### src/hw/rtl/mexp_pkg.sv
// mexp_pkg: shared constants and types for the modular exponentiation block.
// Used by the top level, the modular multiplier and the port checker.
// No dependencies.
package mexp_pkg;

    // Default data width of base, modulus, exponent and result
    localparam int DEFAULT_WIDTH = 16;

    // Configuration register indexes
    localparam int CFG_INDEX_W = 1;
    typedef logic [CFG_INDEX_W-1:0] cfg_index_t;

    localparam cfg_index_t CFG_MODULUS  = 1'b0;
    localparam cfg_index_t CFG_EXPONENT = 1'b1;

endpackage

### src/hw/rtl/modular_exponentiation_top.sv
// modular_exponentiation_top: base ^ exponent mod modulus by square-and-multiply.
// Depends on mexp_pkg and mexp_mulmod.
//
//   Configuration: cfg_write with cfg_index selects modulus (index 0) or
//   exponent (index 1); cfg_data is written the same cycle. Write only while
//   the block is idle. Reset values: modulus 2, exponent 1.
//   Input channel: in_valid/in_ready carries base_value. One item is taken
//   at a time; in_ready stays low until its result is posted.
//   Output channel: out_valid/out_ready carries power_result, held in an
//   output register. A stalled receiver holds the result there; the block
//   returns to idle and takes the next item meanwhile, but cannot post a new
//   result until the held one is taken.
//   Sequence: every product runs on the shared shift-add multiplier, with a
//   start and a hand-back. One product reduces the base; then per exponent
//   bit there is a decision state, a multiply where the bit is set and a
//   square (none after the top bit). Modulus zero gives 0 with no product.
//   The next item can be taken in the cycle after a result is posted.
//   Reset: asynchronous, active low; clears control, empties the output.
module modular_exponentiation_top #(
    parameter int WIDTH = mexp_pkg::DEFAULT_WIDTH
) (
    input  logic                   clk,
    input  logic                   rst_n,
    input  logic                   cfg_write,
    input  mexp_pkg::cfg_index_t   cfg_index,
    input  logic [WIDTH-1:0]       cfg_data,
    input  logic                   in_valid,
    output logic                   in_ready,
    input  logic [WIDTH-1:0]       base_value,
    output logic                   out_valid,
    input  logic                   out_ready,
    output logic [WIDTH-1:0]       power_result
);
    import mexp_pkg::*;

    localparam int IDX_W = $clog2(WIDTH);
    localparam logic [IDX_W-1:0] LAST_BIT = IDX_W'(WIDTH - 1);

    typedef enum logic [2:0] {
        S_IDLE,
        S_REDUCE,
        S_BIT,
        S_MUL,
        S_SQR,
        S_FINISH
    } state_t;

    state_t           state_reg;
    logic [WIDTH-1:0] modulus_reg;
    logic [WIDTH-1:0] exponent_reg;
    logic [WIDTH-1:0] acc_reg;
    logic [WIDTH-1:0] sq_reg;
    logic [IDX_W-1:0] idx_reg;
    logic             start_reg;
    logic [WIDTH-1:0] op_a_reg;
    logic [WIDTH-1:0] op_b_reg;
    logic             out_valid_reg;
    logic [WIDTH-1:0] result_reg;

    logic             mul_done;
    logic [WIDTH-1:0] mul_result;
    logic [WIDTH-1:0] one_mod;

    // 1 mod n: zero when the modulus is one
    assign one_mod = (modulus_reg == WIDTH'(1)) ? '0 : WIDTH'(1);

    // Configuration registers
    always_ff @(posedge clk or negedge rst_n)
    begin
        if (!rst_n)
        begin
            modulus_reg  <= WIDTH'(2);
            exponent_reg <= WIDTH'(1);
        end
        else if (cfg_write)
        begin
            unique case (cfg_index)
                CFG_MODULUS:  modulus_reg  <= cfg_data;
                CFG_EXPONENT: exponent_reg <= cfg_data;
                default:      ;
            endcase
        end
    end

    // Shared modular multiplier
    mexp_mulmod #(
        .WIDTH(WIDTH)
    ) u_mulmod (
        .clk    (clk),
        .rst_n  (rst_n),
        .start  (start_reg),
        .op_a   (op_a_reg),
        .op_b   (op_b_reg),
        .op_n   (modulus_reg),
        .done   (mul_done),
        .result (mul_result)
    );

    // Sequencer and output register
    always_ff @(posedge clk or negedge rst_n)
    begin
        if (!rst_n)
        begin
            state_reg     <= S_IDLE;
            start_reg     <= 1'b0;
            out_valid_reg <= 1'b0;
            idx_reg       <= '0;
            acc_reg       <= '0;
            sq_reg        <= '0;
            op_a_reg      <= '0;
            op_b_reg      <= '0;
            result_reg    <= '0;
        end
        else
        begin
            start_reg <= 1'b0;
            // result taken; in S_FINISH the post below decides
            if (out_valid_reg && out_ready && state_reg != S_FINISH)
            begin
                out_valid_reg <= 1'b0;
            end

            unique case (state_reg)
                S_IDLE:
                begin
                    if (in_valid)
                    begin
                        idx_reg <= '0;
                        if (modulus_reg == '0)
                        begin
                            acc_reg   <= '0;
                            state_reg <= S_FINISH;
                        end
                        else
                        begin
                            // base mod n as base * 1 mod n
                            acc_reg   <= one_mod;
                            op_a_reg  <= base_value;
                            op_b_reg  <= one_mod;
                            start_reg <= 1'b1;
                            state_reg <= S_REDUCE;
                        end
                    end
                end

                S_REDUCE:
                begin
                    if (mul_done)
                    begin
                        sq_reg    <= mul_result;
                        state_reg <= S_BIT;
                    end
                end

                S_BIT:
                begin
                    priority if (exponent_reg[idx_reg])
                    begin
                        op_a_reg  <= acc_reg;
                        op_b_reg  <= sq_reg;
                        start_reg <= 1'b1;
                        state_reg <= S_MUL;
                    end
                    else if (idx_reg == LAST_BIT)
                    begin
                        state_reg <= S_FINISH;
                    end
                    else
                    begin
                        op_a_reg  <= sq_reg;
                        op_b_reg  <= sq_reg;
                        start_reg <= 1'b1;
                        state_reg <= S_SQR;
                    end
                end

                S_MUL:
                begin
                    if (mul_done)
                    begin
                        acc_reg <= mul_result;
                        if (idx_reg == LAST_BIT)
                        begin
                            state_reg <= S_FINISH;
                        end
                        else
                        begin
                            op_a_reg  <= sq_reg;
                            op_b_reg  <= sq_reg;
                            start_reg <= 1'b1;
                            state_reg <= S_SQR;
                        end
                    end
                end

                S_SQR:
                begin
                    if (mul_done)
                    begin
                        sq_reg    <= mul_result;
                        idx_reg   <= idx_reg + 1'b1;
                        state_reg <= S_BIT;
                    end
                end

                S_FINISH:
                begin
                    // post once the output register is free
                    if (!out_valid_reg || out_ready)
                    begin
                        out_valid_reg <= 1'b1;
                        result_reg    <= acc_reg;
                        state_reg     <= S_IDLE;
                    end
                end

                default:
                begin
                    state_reg <= S_IDLE;
                end
            endcase
        end
    end

    assign in_ready     = (state_reg == S_IDLE);
    assign out_valid    = out_valid_reg;
    assign power_result = result_reg;

endmodule

### src/hw/rtl/mexp_mulmod.sv
// mexp_mulmod: iterative modular multiplier, result = a * b mod n.
// One bit of a per cycle (MSB first): load, WIDTH steps, done after the last.
// Depends on mexp_pkg for the default width. Requires b < n and n >= 1.
module mexp_mulmod #(
    parameter int WIDTH = mexp_pkg::DEFAULT_WIDTH
) (
    input  logic             clk,
    input  logic             rst_n,
    input  logic             start,
    input  logic [WIDTH-1:0] op_a,
    input  logic [WIDTH-1:0] op_b,
    input  logic [WIDTH-1:0] op_n,
    output logic             done,
    output logic [WIDTH-1:0] result
);
    import mexp_pkg::*;

    localparam int CNT_W = $clog2(WIDTH + 1);

    logic [WIDTH-1:0] a_reg;
    logic [WIDTH-1:0] b_reg;
    logic [WIDTH-1:0] n_reg;
    logic [WIDTH-1:0] r_reg;
    logic [CNT_W-1:0] cnt_reg;
    logic             busy_reg;
    logic             done_reg;

    logic [WIDTH+1:0] sum;
    logic [WIDTH+2:0] diff1;
    logic [WIDTH+2:0] diff2;
    logic [WIDTH-1:0] r_next;

    // One step: r = (2r + bit*b) mod n; 2r + b < 3n, so subtract n or 2n
    always_comb
    begin
        sum   = {1'b0, r_reg, 1'b0} + (a_reg[WIDTH-1] ? {2'b00, b_reg} : '0);
        diff1 = {1'b0, sum} - {3'b000, n_reg};
        diff2 = {1'b0, sum} - {2'b00, n_reg, 1'b0};
        priority if (!diff2[WIDTH+2])
        begin
            r_next = diff2[WIDTH-1:0];
        end
        else if (!diff1[WIDTH+2])
        begin
            r_next = diff1[WIDTH-1:0];
        end
        else
        begin
            r_next = sum[WIDTH-1:0];
        end
    end

    // Control: load on start, count WIDTH steps, pulse done
    always_ff @(posedge clk or negedge rst_n)
    begin
        if (!rst_n)
        begin
            busy_reg <= 1'b0;
            done_reg <= 1'b0;
            cnt_reg  <= '0;
        end
        else
        begin
            done_reg <= 1'b0;
            if (start)
            begin
                busy_reg <= 1'b1;
                cnt_reg  <= CNT_W'(WIDTH);
            end
            else if (busy_reg)
            begin
                cnt_reg <= cnt_reg - 1'b1;
                if (cnt_reg == CNT_W'(1))
                begin
                    busy_reg <= 1'b0;
                    done_reg <= 1'b1;
                end
            end
        end
    end

    // Datapath
    always_ff @(posedge clk)
    begin
        if (start)
        begin
            a_reg <= op_a;
            b_reg <= op_b;
            n_reg <= op_n;
            r_reg <= '0;
        end
        else if (busy_reg)
        begin
            a_reg <= {a_reg[WIDTH-2:0], 1'b0};
            r_reg <= r_next;
        end
    end

    assign done   = done_reg;
    assign result = r_reg;

endmodule

### config.mk
export PLATFORM = sky130hd
export DESIGN_NAME = modular_exponentiation_top
export DESIGN_NICKNAME = d
export VERILOG_FILES = /design/src/hw/rtl/mexp_pkg.sv /design/src/hw/rtl/modular_exponentiation_top.sv /design/src/hw/rtl/mexp_mulmod.sv
export SDC_FILE = /design/constraint.sdc
export NUM_CORES = 1
export LEC_CHECK = 0
export BUFFER_PORTS_ARGS = -buffer_cell sky130_fd_sc_hd__buf_2
export CAP_MARGIN = 25
export CORE_MARGIN = 4
export CORE_UTILIZATION = 38
export CTS_BUF_LIST = sky130_fd_sc_hd__clkbuf_16
export DETAILED_ROUTE_END_ITERATION = 16
export SLEW_MARGIN = 20
export SYNTH_ARGS = -nofsm -noshare
export SYNTH_HDL_FRONTEND = slang
export SYNTH_SLANG_ARGS = --single-unit
### constraint.sdc
create_clock -name clk -period 5.6 [get_ports clk]
set_input_delay 0 -clock clk [delete_from_list [all_inputs] [get_ports clk]]
set_output_delay 0 -clock clk [all_outputs]
set_load 0.03 [all_outputs]
==> results.md <==
- Final GP Congestion: 0.847
- Result of the run: finished clean
- Relative slew slack: 34.5%
- Post-CTS resize count: 0
- Crit-path slowest cell: or3_1
- Hold Fails Final Rpt: 0
- Maximum Capacitance Violations: 0
- Initial antenna violation count: 0
- Syn Std Cell Area: 10200 sq um
- Startpoint types: register
- Fin nets: 1102
- Area of the die: 29500 sq um
- GR Util All Layers: 16.3%
- Avg Inst Size Synth: 10.9 sq um
- Core area: 26200 sq um
- Drt pass-1 iters: 4
- Finish-stage setup viols: 0
- CTS tree: done
- Yosys warns: 0
- Largest net degree at the start of global routing: 67
- Slew Viols, Final: 0
- Vias per Instance: 5.32
- Achievable Freq: 202 MHz
- Vias: 7230
- WL/cell: 17.0 um
- DR iter-0 viols: 464
- Post-synth top area cell: dfrtp_1
- RSZ-0062 raised after global routing: no
- Crit-path leading delay family: simple AND/OR/NAND/NOR gates
- DRT antenna net count: 0
- Cells after Synth: 934
- Ports: 56
- Starting Density: 38.8%
- Dpl hpwl: 16700 um
- Worst path arrival time: 5.31 ns
- Hold Crit Class: in -> async
- Clock Skews: 0.0104 ns
- Tightest Pin Transition: 0.979 ns
- Worst path bufs/invs: 1
- Row cnt: 59
- Post-DP Area: 10800 sq um
- Synth async-reset ratio: 66.7%
- Area added between synthesis and finish: 15.2%
- #FFs+latches synth: 192
- Final global-route overflow total: 0
- Setup TNS: 0 ns
- WP data required: 5.97 ns
- R2R setup slack: 0.66 ns
- Worst path max stage delay: 0.59 ns
- First-pass GRT wire length: 38700 um
- Count leader, synth: dfrtp_1
- Setup CP Type: reg -> reg
- Number of distinct library cells after synthesis: 66
- Number of flops mapped to enable cells by yosys: 48
- CTS Sinks: 192
- Die width: 172 um
- Die H: 172 um
- Clk buf depth: 2
- IO buf count: 55
- Post-synthesis sequential area ratio: 48.8%
- Post-synth top cells: 126 x dfrtp_1, 79 x nor2_1, 78 x mux2_2
- Root Buffer: clkbuf_16
- H-Tree Depth: 4
- Clock-pin slew on the worst setup and hold paths: 0.08 ns
- Area share of the largest cell type after synthesis: 31.0%
- Worst Path Max Fanout: 16
- Critical path, cell by cell: and2_1 -> ha_1 -> inv_1 -> fa_1 -> nand2b_1 -> a21oi_1 -> o22ai_2 -> o31ai_1 -> nor2_1 -> ha_1 -> a21oi_1 -> nor2b_1 -> or4_1 -> o21ai_1 -> o21ai_1 -> or3_1 -> nor4bb_1 -> a211o_1
- Drt total wl: 23100 um
- Final period util: 88.2%
- Area contributors post-synth: dfrtp_1 31%, edfxtp_1 14%, mux2_2 8.6%
- Finished Cell Area: 11700 sq um
- Post-synth top flop: dfrtp_1
- Diode count: 0
- Net Count, Synth: 1025
- CTS Buf Count: 17
- Number of global-route vias before repair: 7397
- CP endpoint kind: register
- Period minus WS final: 4.94 ns
- Layout cell share with drive strength beyond 1: 19.6%
- DR DRC count: 0
- Clk Latency, worst-skew pair: 0.44 ns
-- through the flow --
stage / cells / setup WS, ns / hold slack, ns / util, %
floorplan: 934 / 1.24 / -0.296 / -
global placement: 1292 / 0.813 / 0.0473 / 41.1
detailed placement: 1292 / 0.729 / 0.0522 / 41.1
CTS: 1358 / 0.694 / 0.110 / 44.7
global route: 1359 / 0.209 / 0.140 / 44.7
finish: 1359 / 0.660 / 0.110 / 44.7
-- worst register-to-register path, delay by kind of cell (launching register included) --
family	cells	cell delay, ns
AND/OR/NAND/NOR	7	2.02
AO/OA/AOI/OAI	7	1.51
adder cells (fa/ha/maj)	3	0.93
flip-flops	1	0.34
buffers and inverters	1	0.06
-- logic make-up after synthesis --
group,after synthesis,synth area share (%)
buffers and inverters,76,3.02
multiplexers,98,11.2
XOR/XNOR,39,3.36
AO/OA/AOI/OAI,228,15.6
AND/OR/NAND/NOR,248,11.3
adder cells (fa/ha/maj),53,6.74
flip-flops,192,48.8
-- area by class of cell --
cell class                      count  area [sq um]
Clock inverter                     15           166
Fill cell                        2438         14500
Inverter                           33           124
Clock buffer                       17           425
Timing Repair Buffer              101           712
Tap cell                          335           419
Multi-Input combinational cell    666          4910
Sequential cell                   192          4970
-- cell usage in the layout (no fill, tap or decap), types with 4 or more instances in the layout --
| cell type | n |
|---|---|
| dlygate4sd3_1 | 34 |
| clkbuf_16 | 17 |
| o21ai_0 | 20 |
| nor2b_1 | 7 |
| and2_1 | 15 |
| xnor2_1 | 32 |
| o211ai_1 | 4 |
| nor2_1 | 79 |
| buf_2 | 54 |
| mux2_2 | 78 |
| nor3_1 | 12 |
| nand2b_1 | 15 |
| buf_4 | 12 |
| o21bai_1 | 4 |
| a211oi_1 | 21 |
| mux4_2 | 5 |
| o21a_1 | 8 |
| xor2_1 | 7 |
| dfxtp_1 | 16 |
| nor4_1 | 4 |
| dfrtp_1 | 125 |
| a211o_1 | 4 |
| nand3_1 | 28 |
| o21ai_1 | 19 |
| a21oi_1 | 68 |
| a21o_1 | 17 |
| inv_1 | 32 |
| a311oi_1 | 5 |
| a22oi_1 | 14 |
| a22o_1 | 20 |
| edfxtp_1 | 48 |
| ha_1 | 50 |
| mux2i_1 | 15 |
| inv_6 | 4 |
| nand2_1 | 68 |
-- final timing paths --
check | from | end | depth (start not counted)
worst max-delay path | u_mulmod.a_reg[15]$_DFFE_PP_ | u_mulmod.result[15]$_SDFFE_PP0P_ | 18
max in group asynchronous | rst_n | modulus_reg[5]$_DFFE_PN0P_ | 3
worst min register to register | op_b_reg[1]$_DFFE_PN0P_ | u_mulmod.b_reg[1]$_DFFE_PP_ | 0
worst min-delay path | rst_n | op_a_reg[11]$_DFFE_PN0P_ | 2
worst max register to register | u_mulmod.a_reg[15]$_DFFE_PP_ | u_mulmod.result[15]$_SDFFE_PP0P_ | 18
min in group clk | in_valid | state_reg[2]$_DFFE_PN0P_ | 6
-- layer usage --
metal	track usage [%]	wire, um
met5	0	0
met2	26.6	11000
met1	22.4	10900
met3	2.94	814
met4	4.65	404
-- what timing repair did --
item | 4_1_cts | 5_1_grt
buffers inserted | 0 | 0
hold buffers | 34 | 0
endpoints found under the setup margin | 0 | 0
hold endpoints to repair | 114 | 0
Power is left out: the tool's default activity adds up to more than one toggle a clock period on the data nets, which glitch-free logic cannot reach.
